[src/sv/pso_upd_pkg.sv]
// ----------------------------------------------------------------------------
// pso_upd_pkg
// register indexes and pipeline constants of the particle update block
// ----------------------------------------------------------------------------
package pso_upd_pkg;

    localparam int CFG_INDEX_W = 2;
    localparam int PIPE_STAGES = 5;

    typedef enum logic [CFG_INDEX_W-1:0] {
        CFG_COGNITIVE_GAIN = 2'd0,
        CFG_SOCIAL_GAIN    = 2'd1,
        CFG_VELOCITY_LIMIT = 2'd2
    } t_cfg_reg;

endpackage

[src/sv/pso_upd_pos_clamp.sv]
// ----------------------------------------------------------------------------
// pso_upd_pos_clamp
// new position: saturating add, step window clamp, then control limit clamp
// ----------------------------------------------------------------------------
module pso_upd_pos_clamp #(
    parameter int DATA_WIDTH = 16
) (
    input  logic signed [DATA_WIDTH-1:0] i_position,
    input  logic signed [DATA_WIDTH-1:0] i_new_velocity,
    input  logic signed [DATA_WIDTH-1:0] i_step_hi,
    input  logic signed [DATA_WIDTH-1:0] i_step_lo,
    input  logic signed [DATA_WIDTH-1:0] i_upper_limit,
    input  logic signed [DATA_WIDTH-1:0] i_lower_limit,
    input  logic                         i_particle_valid,
    output logic signed [DATA_WIDTH-1:0] o_new_position
);

    localparam logic signed [DATA_WIDTH-1:0] D_MAX = {1'b0, {(DATA_WIDTH-1){1'b1}}};
    localparam logic signed [DATA_WIDTH-1:0] D_MIN = {1'b1, {(DATA_WIDTH-1){1'b0}}};

    logic signed [DATA_WIDTH:0]   sum;
    logic signed [DATA_WIDTH-1:0] p_sat;
    logic signed [DATA_WIDTH-1:0] p_step;
    logic signed [DATA_WIDTH-1:0] p_lim;

    always_comb begin
        sum = (DATA_WIDTH+1)'(i_position) + (DATA_WIDTH+1)'(i_new_velocity);
        if (sum[DATA_WIDTH] != sum[DATA_WIDTH-1]) begin
            p_sat = sum[DATA_WIDTH] ? D_MIN : D_MAX;
        end else begin
            p_sat = sum[DATA_WIDTH-1:0];
        end

        if (p_sat > i_step_hi) begin
            p_step = i_step_hi;
        end else if (p_sat < i_step_lo) begin
            p_step = i_step_lo;
        end else begin
            p_step = p_sat;
        end

        // upper test first, so with crossed limits a value above the upper limit resolves to upper
        if (p_step > i_upper_limit) begin
            p_lim = i_upper_limit;
        end else if (p_step < i_lower_limit) begin
            p_lim = i_lower_limit;
        end else begin
            p_lim = p_step;
        end

        o_new_position = i_particle_valid ? p_lim : i_position;
    end

endmodule

[src/sv/pso_particle_update_du_clamp.sv]
// ----------------------------------------------------------------------------
// pso_particle_update_du_clamp
// velocity and position update of one particle element, five stage pipeline
// ----------------------------------------------------------------------------
//  channel   | handshake                  | beat contents
//  ----------+----------------------------+-----------------------------------
//  input     | i_in_valid / o_in_stall    | inertia .. particle_valid fields
//  result    | o_out_valid / i_out_stall  | new_velocity, new_position
//  config    | i_cfg_valid / o_cfg_ready  | i_cfg_index, i_cfg_data
//
//  one beat per cycle in and out while the output is not stalled
//  stages: diff and w*v, gain products, draw products, velocity sum, position
//  stall ripples back only through full stages, bubbles are squeezed out
//  synchronous active low reset empties the pipe and restores the gains
// ----------------------------------------------------------------------------
module pso_particle_update_du_clamp #(
    parameter int DATA_WIDTH = 16,
    parameter int FRAC_BITS  = 10
) (
    input  logic                                 i_clk,
    input  logic                                 i_rst_n,

    input  logic                                 i_cfg_valid,
    output logic                                 o_cfg_ready,
    input  logic [pso_upd_pkg::CFG_INDEX_W-1:0]  i_cfg_index,
    input  logic [DATA_WIDTH-1:0]                i_cfg_data,

    input  logic                                 i_in_valid,
    output logic                                 o_in_stall,
    input  logic signed [DATA_WIDTH-1:0]         i_inertia,
    input  logic signed [DATA_WIDTH-1:0]         i_velocity,
    input  logic signed [DATA_WIDTH-1:0]         i_position,
    input  logic signed [DATA_WIDTH-1:0]         i_own_best,
    input  logic signed [DATA_WIDTH-1:0]         i_swarm_best,
    input  logic [FRAC_BITS:0]                   i_draw_one,
    input  logic [FRAC_BITS:0]                   i_draw_two,
    input  logic signed [DATA_WIDTH-1:0]         i_reference,
    input  logic [DATA_WIDTH-2:0]                i_step_limit,
    input  logic signed [DATA_WIDTH-1:0]         i_upper_limit,
    input  logic signed [DATA_WIDTH-1:0]         i_lower_limit,
    input  logic                                 i_particle_valid,

    output logic                                 o_out_valid,
    input  logic                                 i_out_stall,
    output logic signed [DATA_WIDTH-1:0]         o_new_velocity,
    output logic signed [DATA_WIDTH-1:0]         o_new_position
);

    localparam int NS = pso_upd_pkg::PIPE_STAGES;
    localparam int D  = DATA_WIDTH;
    localparam int F  = FRAC_BITS;
    localparam int SW = 2 * D + F + 2;
    localparam int PW = 2 * D;
    localparam int RW = D + F + 2;

    localparam logic signed [SW-1:0] SAT_MAX = {{(SW-D+1){1'b0}}, {(D-1){1'b1}}};
    localparam logic signed [SW-1:0] SAT_MIN = ~SAT_MAX;

    localparam logic [D-1:0] GAIN_RST = D'(2) << F;
    localparam logic [D-2:0] VLIM_RST = (D-1)'(1) << F;

    function automatic logic signed [D-1:0] f_sat(input logic signed [SW-1:0] a);
        logic signed [D-1:0] r;
        if (a > SAT_MAX) begin
            r = SAT_MAX[D-1:0];
        end else if (a < SAT_MIN) begin
            r = SAT_MIN[D-1:0];
        end else begin
            r = a[D-1:0];
        end
        return r;
    endfunction

    // configuration registers
    logic signed [D-1:0] r_cognitive_gain;
    logic signed [D-1:0] r_social_gain;
    logic [D-2:0]        r_velocity_limit;

    assign o_cfg_ready = i_rst_n;

    always_ff @(posedge i_clk) begin
        if (!i_rst_n) begin
            r_cognitive_gain <= GAIN_RST;
            r_social_gain    <= GAIN_RST;
            r_velocity_limit <= VLIM_RST;
        end else if (i_cfg_valid) begin
            case (i_cfg_index)
                pso_upd_pkg::CFG_COGNITIVE_GAIN: r_cognitive_gain <= i_cfg_data;
                pso_upd_pkg::CFG_SOCIAL_GAIN:    r_social_gain    <= i_cfg_data;
                pso_upd_pkg::CFG_VELOCITY_LIMIT: r_velocity_limit <= i_cfg_data[D-2:0];
                default: ;
            endcase
        end
    end

    // pipeline flow control
    logic [NS-1:0] r_vld;
    logic [NS-1:0] n_vld;
    logic [NS-1:0] en;

    always_comb begin
        en[NS-1] = !r_vld[NS-1] || !i_out_stall;
        for (int k = NS - 2; k >= 0; k--) begin
            en[k] = !r_vld[k] || en[k+1];
        end
        n_vld = r_vld;
        if (en[0]) begin
            n_vld[0] = i_in_valid;
        end
        for (int k = 1; k < NS; k++) begin
            if (en[k]) begin
                n_vld[k] = r_vld[k-1];
            end
        end
    end

    assign o_in_stall = !en[0] || !i_rst_n;

    always_ff @(posedge i_clk) begin
        if (!i_rst_n) begin
            r_vld <= '0;
        end else begin
            r_vld <= n_vld;
        end
    end

    // stage 1: differences, step window, inertia product
    logic signed [PW-1:0] r1_prod_a;
    logic signed [D-1:0]  r1_d1, r1_d2, r1_v, r1_x, r1_hi, r1_lo, r1_ub, r1_lb;
    logic [F:0]           r1_r1, r1_r2;
    logic                 r1_pv;

    always_ff @(posedge i_clk) begin
        if (en[0]) begin
            r1_prod_a <= i_inertia * i_velocity;
            r1_d1     <= f_sat(SW'(i_own_best) - SW'(i_position));
            r1_d2     <= f_sat(SW'(i_swarm_best) - SW'(i_position));
            r1_hi     <= f_sat(SW'(i_reference) + SW'(i_step_limit));
            r1_lo     <= f_sat(SW'(i_reference) - SW'(i_step_limit));
            r1_v      <= i_velocity;
            r1_x      <= i_position;
            r1_ub     <= i_upper_limit;
            r1_lb     <= i_lower_limit;
            r1_r1     <= i_draw_one;
            r1_r2     <= i_draw_two;
            r1_pv     <= i_particle_valid;
        end
    end

    // stage 2: gain products, inertia product scaled
    logic signed [PW-1:0] r2_m1, r2_m2;
    logic signed [D-1:0]  r2_ta, r2_v, r2_x, r2_hi, r2_lo, r2_ub, r2_lb;
    logic [F:0]           r2_r1, r2_r2;
    logic                 r2_pv;

    always_ff @(posedge i_clk) begin
        if (en[1]) begin
            r2_ta <= f_sat(SW'(r1_prod_a >>> F));
            r2_m1 <= r_cognitive_gain * r1_d1;
            r2_m2 <= r_social_gain * r1_d2;
            r2_v  <= r1_v;
            r2_x  <= r1_x;
            r2_hi <= r1_hi;
            r2_lo <= r1_lo;
            r2_ub <= r1_ub;
            r2_lb <= r1_lb;
            r2_r1 <= r1_r1;
            r2_r2 <= r1_r2;
            r2_pv <= r1_pv;
        end
    end

    // stage 3: scaled gain terms times random draws
    logic signed [D-1:0]  s3_g1, s3_g2;
    logic signed [RW-1:0] r3_p1, r3_p2;
    logic signed [D-1:0]  r3_ta, r3_v, r3_x, r3_hi, r3_lo, r3_ub, r3_lb;
    logic                 r3_pv;

    always_comb begin
        s3_g1 = f_sat(SW'(r2_m1 >>> F));
        s3_g2 = f_sat(SW'(r2_m2 >>> F));
    end

    always_ff @(posedge i_clk) begin
        if (en[2]) begin
            r3_p1 <= s3_g1 * $signed({1'b0, r2_r1});
            r3_p2 <= s3_g2 * $signed({1'b0, r2_r2});
            r3_ta <= r2_ta;
            r3_v  <= r2_v;
            r3_x  <= r2_x;
            r3_hi <= r2_hi;
            r3_lo <= r2_lo;
            r3_ub <= r2_ub;
            r3_lb <= r2_lb;
            r3_pv <= r2_pv;
        end
    end

    // stage 4: velocity sum, saturate, magnitude limit; an invalid particle keeps its velocity
    logic signed [D-1:0]  s4_tb, s4_tc, s4_sum, s4_nv, s4_vmax, s4_vmin;
    logic signed [D+1:0]  s4_acc;
    logic signed [D-1:0]  r4_nv, r4_x, r4_hi, r4_lo, r4_ub, r4_lb;
    logic                 r4_pv;

    always_comb begin
        s4_tb   = f_sat(SW'(r3_p1 >>> F));
        s4_tc   = f_sat(SW'(r3_p2 >>> F));
        s4_acc  = (D+2)'(r3_ta) + (D+2)'(s4_tb) + (D+2)'(s4_tc);
        s4_sum  = f_sat(SW'(s4_acc));
        s4_vmax = $signed({1'b0, r_velocity_limit});
        s4_vmin = -s4_vmax;
        if (s4_sum > s4_vmax) begin
            s4_nv = s4_vmax;
        end else if (s4_sum < s4_vmin) begin
            s4_nv = s4_vmin;
        end else begin
            s4_nv = s4_sum;
        end
    end

    always_ff @(posedge i_clk) begin
        if (en[3]) begin
            r4_nv <= r3_pv ? s4_nv : r3_v;
            r4_x  <= r3_x;
            r4_hi <= r3_hi;
            r4_lo <= r3_lo;
            r4_ub <= r3_ub;
            r4_lb <= r3_lb;
            r4_pv <= r3_pv;
        end
    end

    // stage 5: position clamp into the output register
    logic signed [D-1:0] s5_np;
    logic signed [D-1:0] r5_nv, r5_np;

    pso_upd_pos_clamp #(
        .DATA_WIDTH(D)
    ) u_pos_clamp (
        .i_position      (r4_x),
        .i_new_velocity  (r4_nv),
        .i_step_hi       (r4_hi),
        .i_step_lo       (r4_lo),
        .i_upper_limit   (r4_ub),
        .i_lower_limit   (r4_lb),
        .i_particle_valid(r4_pv),
        .o_new_position  (s5_np)
    );

    always_ff @(posedge i_clk) begin
        if (en[4]) begin
            r5_nv <= r4_nv;
            r5_np <= s5_np;
        end
    end

    assign o_out_valid    = r_vld[NS-1];
    assign o_new_velocity = r5_nv;
    assign o_new_position = r5_np;

endmodule

[config.mk]
export PLATFORM = sky130hd
export DESIGN_NAME = pso_particle_update_du_clamp
export DESIGN_NICKNAME = d
export VERILOG_FILES = /design/src/sv/pso_upd_pkg.sv /design/src/sv/pso_upd_pos_clamp.sv /design/src/sv/pso_particle_update_du_clamp.sv
export SDC_FILE = /design/constraint.sdc
export NUM_CORES = 2
export LEC_CHECK = 0
export BUFFER_PORTS_ARGS = -buffer_cell sky130_fd_sc_hd__buf_2
export CORE_MARGIN = 2
export CORE_UTILIZATION = 35
export DETAILED_ROUTE_END_ITERATION = 16
export MAX_ROUTING_LAYER = met4
export PLACE_DENSITY_LB_ADDON = 0.25
export RECOVER_POWER = 50
export SKIP_LAST_GASP = 1
export SLEW_MARGIN = 5
export SYNTH_ARGS = -nofsm -noshare
export SYNTH_HDL_FRONTEND = slang
export SYNTH_HIERARCHICAL = 1
export SYNTH_SLANG_ARGS = --single-unit
[constraint.sdc]
create_clock -name i_clk -period 11.1 [get_ports i_clk]
set_clock_uncertainty 0.05 [all_clocks]
set_input_delay 1.11 -clock i_clk [delete_from_list [all_inputs] [get_ports i_clk]]
set_output_delay 1.11 -clock i_clk [all_outputs]
set_load 0.01 [all_outputs]
### Word-level counts from Yosys, hierarchy flattened

Index checks and enable logic that the tools add are counted.

* output and inout port bits: 35
* logic and storage cells: 136
* bits of input ports: 189
* flip-flop bits (word level): 732

* reductions and logical operators: 18
* equal/unequal tests: 3
* add/sub/neg operators: 8
* multipliers: 5
* magnitude comparators: 26
* mux-type cells: 25

Operators by type and width (count)
* 16-bit 2-to-1 mux: 25
* 16-bit by 16-bit multiplier with 32-bit output: 3
* 17-bit by 16-bit greater-than comparator with 1-bit output (second input constant): 4
* 17-bit by 16-bit < comparator with 1-bit output (second input constant): 4
* 22-bit by 16-bit greater-than comparator with 1-bit output (second input constant): 3
* 22-bit by 16-bit < comparator with 1-bit output (second input constant): 3
* 16-bit by 12-bit multiplier with 28-bit output: 2
* 18-bit by 16-bit greater-than comparator with 1-bit output (second input constant): 3
* 18-bit by 16-bit < comparator with 1-bit output (second input constant): 3
* 16-bit by 16-bit adder with 17-bit output: 3
* 16-bit by 16-bit subtractor with 17-bit output: 3
* 16-bit greater-than comparator: 3
* 16-bit < comparator: 3
* 17-bit by 16-bit adder with 18-bit output: 1
* 15-bit negation with 16-bit output: 1
* 1-bit zero test: 8
* 1-bit logical OR: 6
* 2-bit AND reduction: 3
* 2-bit by 1-bit equality test with 1-bit output (second input constant): 1
* 2-bit equality test (second input constant): 1
* 2-bit zero test: 1
* 1-bit inequality test: 1

### Depth between registers and ports, before layout

* depth after elaboration: 12
* depth in mapped cells: 35
* gate-level depth less buffers: 31

### By module

Netlist, hierarchy kept.

Modules (own cells, without submodules)
* pso_particle_update_du_clamp: sequential area each 19959.1 sq um, cells an instance 6429, times used 1, area each 68401.9 sq um
* pso_upd_pos_clamp: sequential area each 0.0 sq um, cells an instance 479, times used 1, area each 3437.0 sq um

### Least setup slack after synthesis

OpenSTA, ideal clock, no wires.

* path kind: in2out
* start point: input i_out_stall
* end point: output o_in_stall
* buffers on the path: 0
* data required time: 9940 ps
* arrival time: 9074 ps
* stages on the path: 5
* setup slack: 866 ps
* path through: and3_1 > nand2_1 > nor2_1 > nand2_1 > nand2_1

* word-level cells in the longest chain between the ends: 8

RTL lines
* start, declared: RTL line pso_particle_update_du_clamp.sv:44 `input logic i_out_stall,`
* 1-bit zero test: RTL line pso_particle_update_du_clamp.sv:102 `en[NS-1] = !r_vld[NS-1] || !i_out_stall;`
* 1-bit logical OR: RTL line pso_particle_update_du_clamp.sv:102
* 1-bit logical OR (2 in series): RTL line pso_particle_update_du_clamp.sv:104 `en[k] = !r_vld[k] || en[k+1];`
* via en[2]: RTL line pso_particle_update_du_clamp.sv:99 `logic [NS-1:0] en;`
* 1-bit logical OR (2 in series): RTL line pso_particle_update_du_clamp.sv:104
* 1-bit zero test: RTL line pso_particle_update_du_clamp.sv:117 `assign o_in_stall = !en[0] || !i_rst_n;`
* 1-bit logical OR: RTL line pso_particle_update_du_clamp.sv:117
* end, declared: RTL line pso_particle_update_du_clamp.sv:29 `output logic o_in_stall,`

The timed path passes the listed nets, and every way through them passes these cells.

### Final worst setup path

* start point: register r4_x[3]
* end point: register r5_np[3], in the netlist o_new_position[3] (data pin)

* word-level cells in the longest chain between the ends: 10
* elaborated cells on any way between the ends: 13
* those cells by class: 1 x add/sub; 4 x order compare; 1 x eq/ne; 7 x mux

RTL lines
* start, declared: RTL line pso_particle_update_du_clamp.sv:202 `logic signed [D-1:0] r4_nv, r4_x, r4_hi, r4_lo, r4_ub, r4_lb;`
* start signal, assigned: RTL line pso_particle_update_du_clamp.sv:224 `r4_x <= r3_x;`
* 16-bit by 16-bit adder with 17-bit output: RTL line pso_upd_pos_clamp.sv:27 `sum = (DATA_WIDTH+1)'(i_position) + (DATA_WIDTH+1)'(i_new_velocity);`
* 16-bit 2-to-1 mux / 1-bit inequality test (equally long branches): RTL line pso_upd_pos_clamp.sv:29, pso_upd_pos_clamp.sv:28
* 16-bit 2-to-1 mux: RTL line pso_upd_pos_clamp.sv:28 `if (sum[DATA_WIDTH] != sum[DATA_WIDTH-1]) begin`
* 16-bit < comparator: RTL line pso_upd_pos_clamp.sv:36 `end else if (p_sat < i_step_lo) begin`
* 16-bit 2-to-1 mux: RTL line pso_upd_pos_clamp.sv:36
* 16-bit 2-to-1 mux: RTL line pso_upd_pos_clamp.sv:34 `if (p_sat > i_step_hi) begin`
* 16-bit < comparator: RTL line pso_upd_pos_clamp.sv:45 `end else if (p_step < i_lower_limit) begin`
* 16-bit 2-to-1 mux: RTL line pso_upd_pos_clamp.sv:45
* 16-bit 2-to-1 mux: RTL line pso_upd_pos_clamp.sv:43 `if (p_step > i_upper_limit) begin`
* 16-bit 2-to-1 mux *: RTL line pso_upd_pos_clamp.sv:51 `o_new_position = i_particle_valid ? p_lim : i_position;`
* via s5_np[3]: RTL line pso_particle_update_du_clamp.sv:234 `logic signed [D-1:0] s5_np;`
* end signal, assigned: RTL line pso_particle_update_du_clamp.sv:253 `r5_np <= s5_np;`
* end, declared: RTL line pso_particle_update_du_clamp.sv:235 `logic signed [D-1:0] r5_nv, r5_np;`

The timed path passes the listed nets; every way through them passes the cells marked *.
A chain may end at the register's enable or synchronous reset.

==> impl_metrics.ini <==
[run_status]
outcome = complete, but fails checks
failed_checks = capacitance limit, slew limit

[flow_run]
cap_violations = 8

[setup_path]
crit_path_end_kind = flop
worst_path_most_repeated_cell = o21ai_0
crit_type = reg2reg
slowest_stage = a21oi_1
r2r_slack_ns = 1.35
critPathLaunchType = flop
arrival_ns = 10.12
cpPeakStageDelay_ns = 0.61
crit_buf_inv = 2
reg2reg_depth = 32
worst-path-max-fanout = 20
crit_required_ns = 11.47
rr_startpoint = r4_x[3]$_DFFE_PP_
r2r-end = o_new_position[3]$_DFFE_PP_
crit_family = compound AO/OA/AOI/OAI gates

[route]
viasPerCell = 4.879
postRouteAntennaNets = 0
firstDrtPassIters = 6
wirelength_um = 190500
drc_errors = 0
vias = 47700
dr.first_iter.drc_count = 2967
wire_per_inst_um = 19.49

[logic_synthesis]
synth.cell_area_mm2 = 0.07184
ys_warn_count = 6
synth_edf_count = 630
syn_area_per_cell_um2 = 10.40
yosysUniqueCellTypes = 98
synth_adder_area_share_pct = 40.77
synthArstFlopShare_pct = 0
synth_fp_nets = 8763
ys_ff_latch = 682
synthFlopType = edfxtp_1
synth_compound_area_share_pct = 7.585
synth-xor-area-share_pct = 2.524
synthCells = 6908
synth_top_family_by_area = adder cells
synthSimpleGateAreaFrac_pct = 12.25
yosys-mux-area-fraction_pct = 0.2996
ys_seq_area_share_pct = 27.78

[cts]
clk_pin_slew_ns = 0.06
cts_hold_buf = 0
clk_path_buf_depth = 3
cts_sinks = 682
clock-root-buffer = clkbuf_16
post_cts_buffers = 0
cts_made_buffers = 81
cts_resized = 0
htree_levels = 3
clock_latency_ns = 0.71
cts_tree = done

[floorplan]
die-area_mm2 = 0.2089
start_util_pct = 35.15
ios = 224
rows = 166
die_w_um = 457.1
chipHeight_um = 457.1
coreArea_mm2 = 0.2044

[grt]
use_met3_pct = 1.991
gr-total-overflow = 0
use_met2_pct = 30.15
grt_usage_pct = 19.13
top_usage_layer = met2
grt_pass1_vias = 50420
grt_pass1_wl_um = 299300
groute.layer.met1.usage_pct = 25.63
antenna_found_initial = 12
grt_max_degree = 116

[timing]
finalCritPeriodShare_pct = 87.86
drv_slew = 338
hold_violations = 0
finalSetupTns_ns = 0
fmax_mhz = 102.5
setup-violations-final = 0
worst_pin_slew_ns = 3.052
fin_crit_ns = 9.753
maxSlewHeadroom_pct = -103.4
rsz0062_at_grt = no

[hold_path]
min_from = r1_x[2]$_DFFE_PN_
hold_depth = 0
min_to = r2_x[2]$_DFFE_PP_
hold_path_class = reg2reg

[final_layout]
fin_area_mm2 = 0.07829
seqCellArea_mm2 = 0.01996
multi_input_area_mm2 = 0.04559
stdcell_count = 9776
layout.nets = 8870
num-fill-cells = 20240
area_growth_syn_to_layout_pct = 8.977
drive_gt1_share_pct = 5.265

[place]
routabilityCongestion = 0.8960
numPortBuffers = 223
dp_hpwl_um = 152700
placed_cells = 9620
place_area_mm2 = 0.07570
-- cell families after synthesis --
kind of cell	after synthesis
AO/OA/AOI/OAI	796
XOR/XNOR	207
adder cells (fa/ha/maj)	1666
buffers and inverters	1671
flip-flops	682
multiplexers	21
AND/OR/NAND/NOR	1865
-- stage by stage --
step           hold WS (ns)  worst slack (ns)  utilization (%)
5_1_grt              0.3668            0.6438            38.30
6_report             0.3603             1.347            38.31
2_1_floorplan        0.3503            0.8660                -
3_5_place_dp         0.3545             1.527            37.04
3_3_place_gp         0.3509             1.455            37.04
4_1_cts              0.3592             1.468            38.35
-- registers in the layout, indices dropped and copies added (netlist names), 18 cells and up --
name	count
r3_p2	18
r2_m2	22
r3_p1	18
r2_m1	22
r1_prod_a	22
-- worst max-delay path by stage --
| stage | start | to | depth (start not counted) |
|---|---|---|---|
| floorplan | i_out_stall | o_in_stall | 5 |
| global placement | r4_x[3]$_DFFE_PP_ | o_new_position[8]$_DFFE_PP_ | 32 |
| detailed placement | r4_x[3]$_DFFE_PP_ | o_new_position[3]$_DFFE_PP_ | 32 |
| CTS | r4_x[3]$_DFFE_PP_ | o_new_position[3]$_DFFE_PP_ | 32 |
| global route | r4_x[4]$_DFFE_PP_ | o_new_position[3]$_DFFE_PP_ | 32 |
| finish | r4_x[3]$_DFFE_PP_ | o_new_position[3]$_DFFE_PP_ | 32 |
-- synthesized netlist by cell type, types with 8 or more instances --
master / instances / area [µm²]
nand4_1: 30 / 187.7
and2_1: 441 / 2759
xor2_1: 53 / 464.2
dfxtp_1: 52 / 1041
nor3_1: 47 / 235.2
nand2_1: 903 / 3390
o211ai_1: 23 / 172.7
a2111oi_0: 10 / 87.58
inv_1: 1438 / 5398
a21boi_0: 48 / 360.4
fa_1: 1125 / 22520
and3_1: 25 / 156.4
nor2b_1: 25 / 156.4
a31oi_1: 25 / 156.4
a31o_2: 9 / 78.83
xnor2_1: 154 / 1349
o31ai_1: 8 / 60.06
mux2i_1: 20 / 200.2
nand3_1: 42 / 210.2
o221a_2: 9 / 101.4
buf_1: 10 / 37.54
edfxtp_1: 630 / 18920
o21ai_0: 127 / 635.6
nand2b_1: 64 / 400.4
nor4_1: 16 / 100.1
a211oi_1: 24 / 180.2
o22ai_1: 11 / 68.82
or3_1: 16 / 100.1
a21oi_1: 187 / 935.9
clkbuf_1: 209 / 784.5
a22oi_1: 10 / 75.07
o21bai_1: 27 / 202.7
a21o_1: 93 / 698.2
o21a_1: 95 / 713.2
ha_1: 541 / 6769
nor2_1: 221 / 829.6
-- area by class of cell --
type	count	area share, %
Antenna cell	4	0.01279
Clock buffer	104	2.816
Clock inverter	48	0.6137
Inverter	1440	6.915
Multi-Input combinational cell	4555	58.24
Sequential cell	682	25.49
Tap cell	2688	4.296
Timing Repair Buffer	255	1.613
-- cell usage in the layout, fill, tap and decap left out, types with 93 or more instances in the layout --
master | synthesis | layout
a21o_1 | 93 | 93
a21oi_1 | 187 | 186
and2_1 | 441 | 441
buf_2 | 7 | 160
edfxtp_1 | 630 | 630
fa_1 | 1125 | 1125
ha_1 | 541 | 541
inv_1 | 1438 | 1436
nand2_1 | 903 | 902
nor2_1 | 221 | 221
o21a_1 | 95 | 95
o21ai_0 | 127 | 127
xnor2_1 | 154 | 154
-- routing by layer --
layer	routed length, µm	vias up
met5	0	-
met1	85640	24380
li1	-	21960
met3	8266	234
met4	7625	0
met2	88980	1115
Power is not shown: default switching activity piles up to over one toggle a cycle in this logic, so the estimate is an artifact.
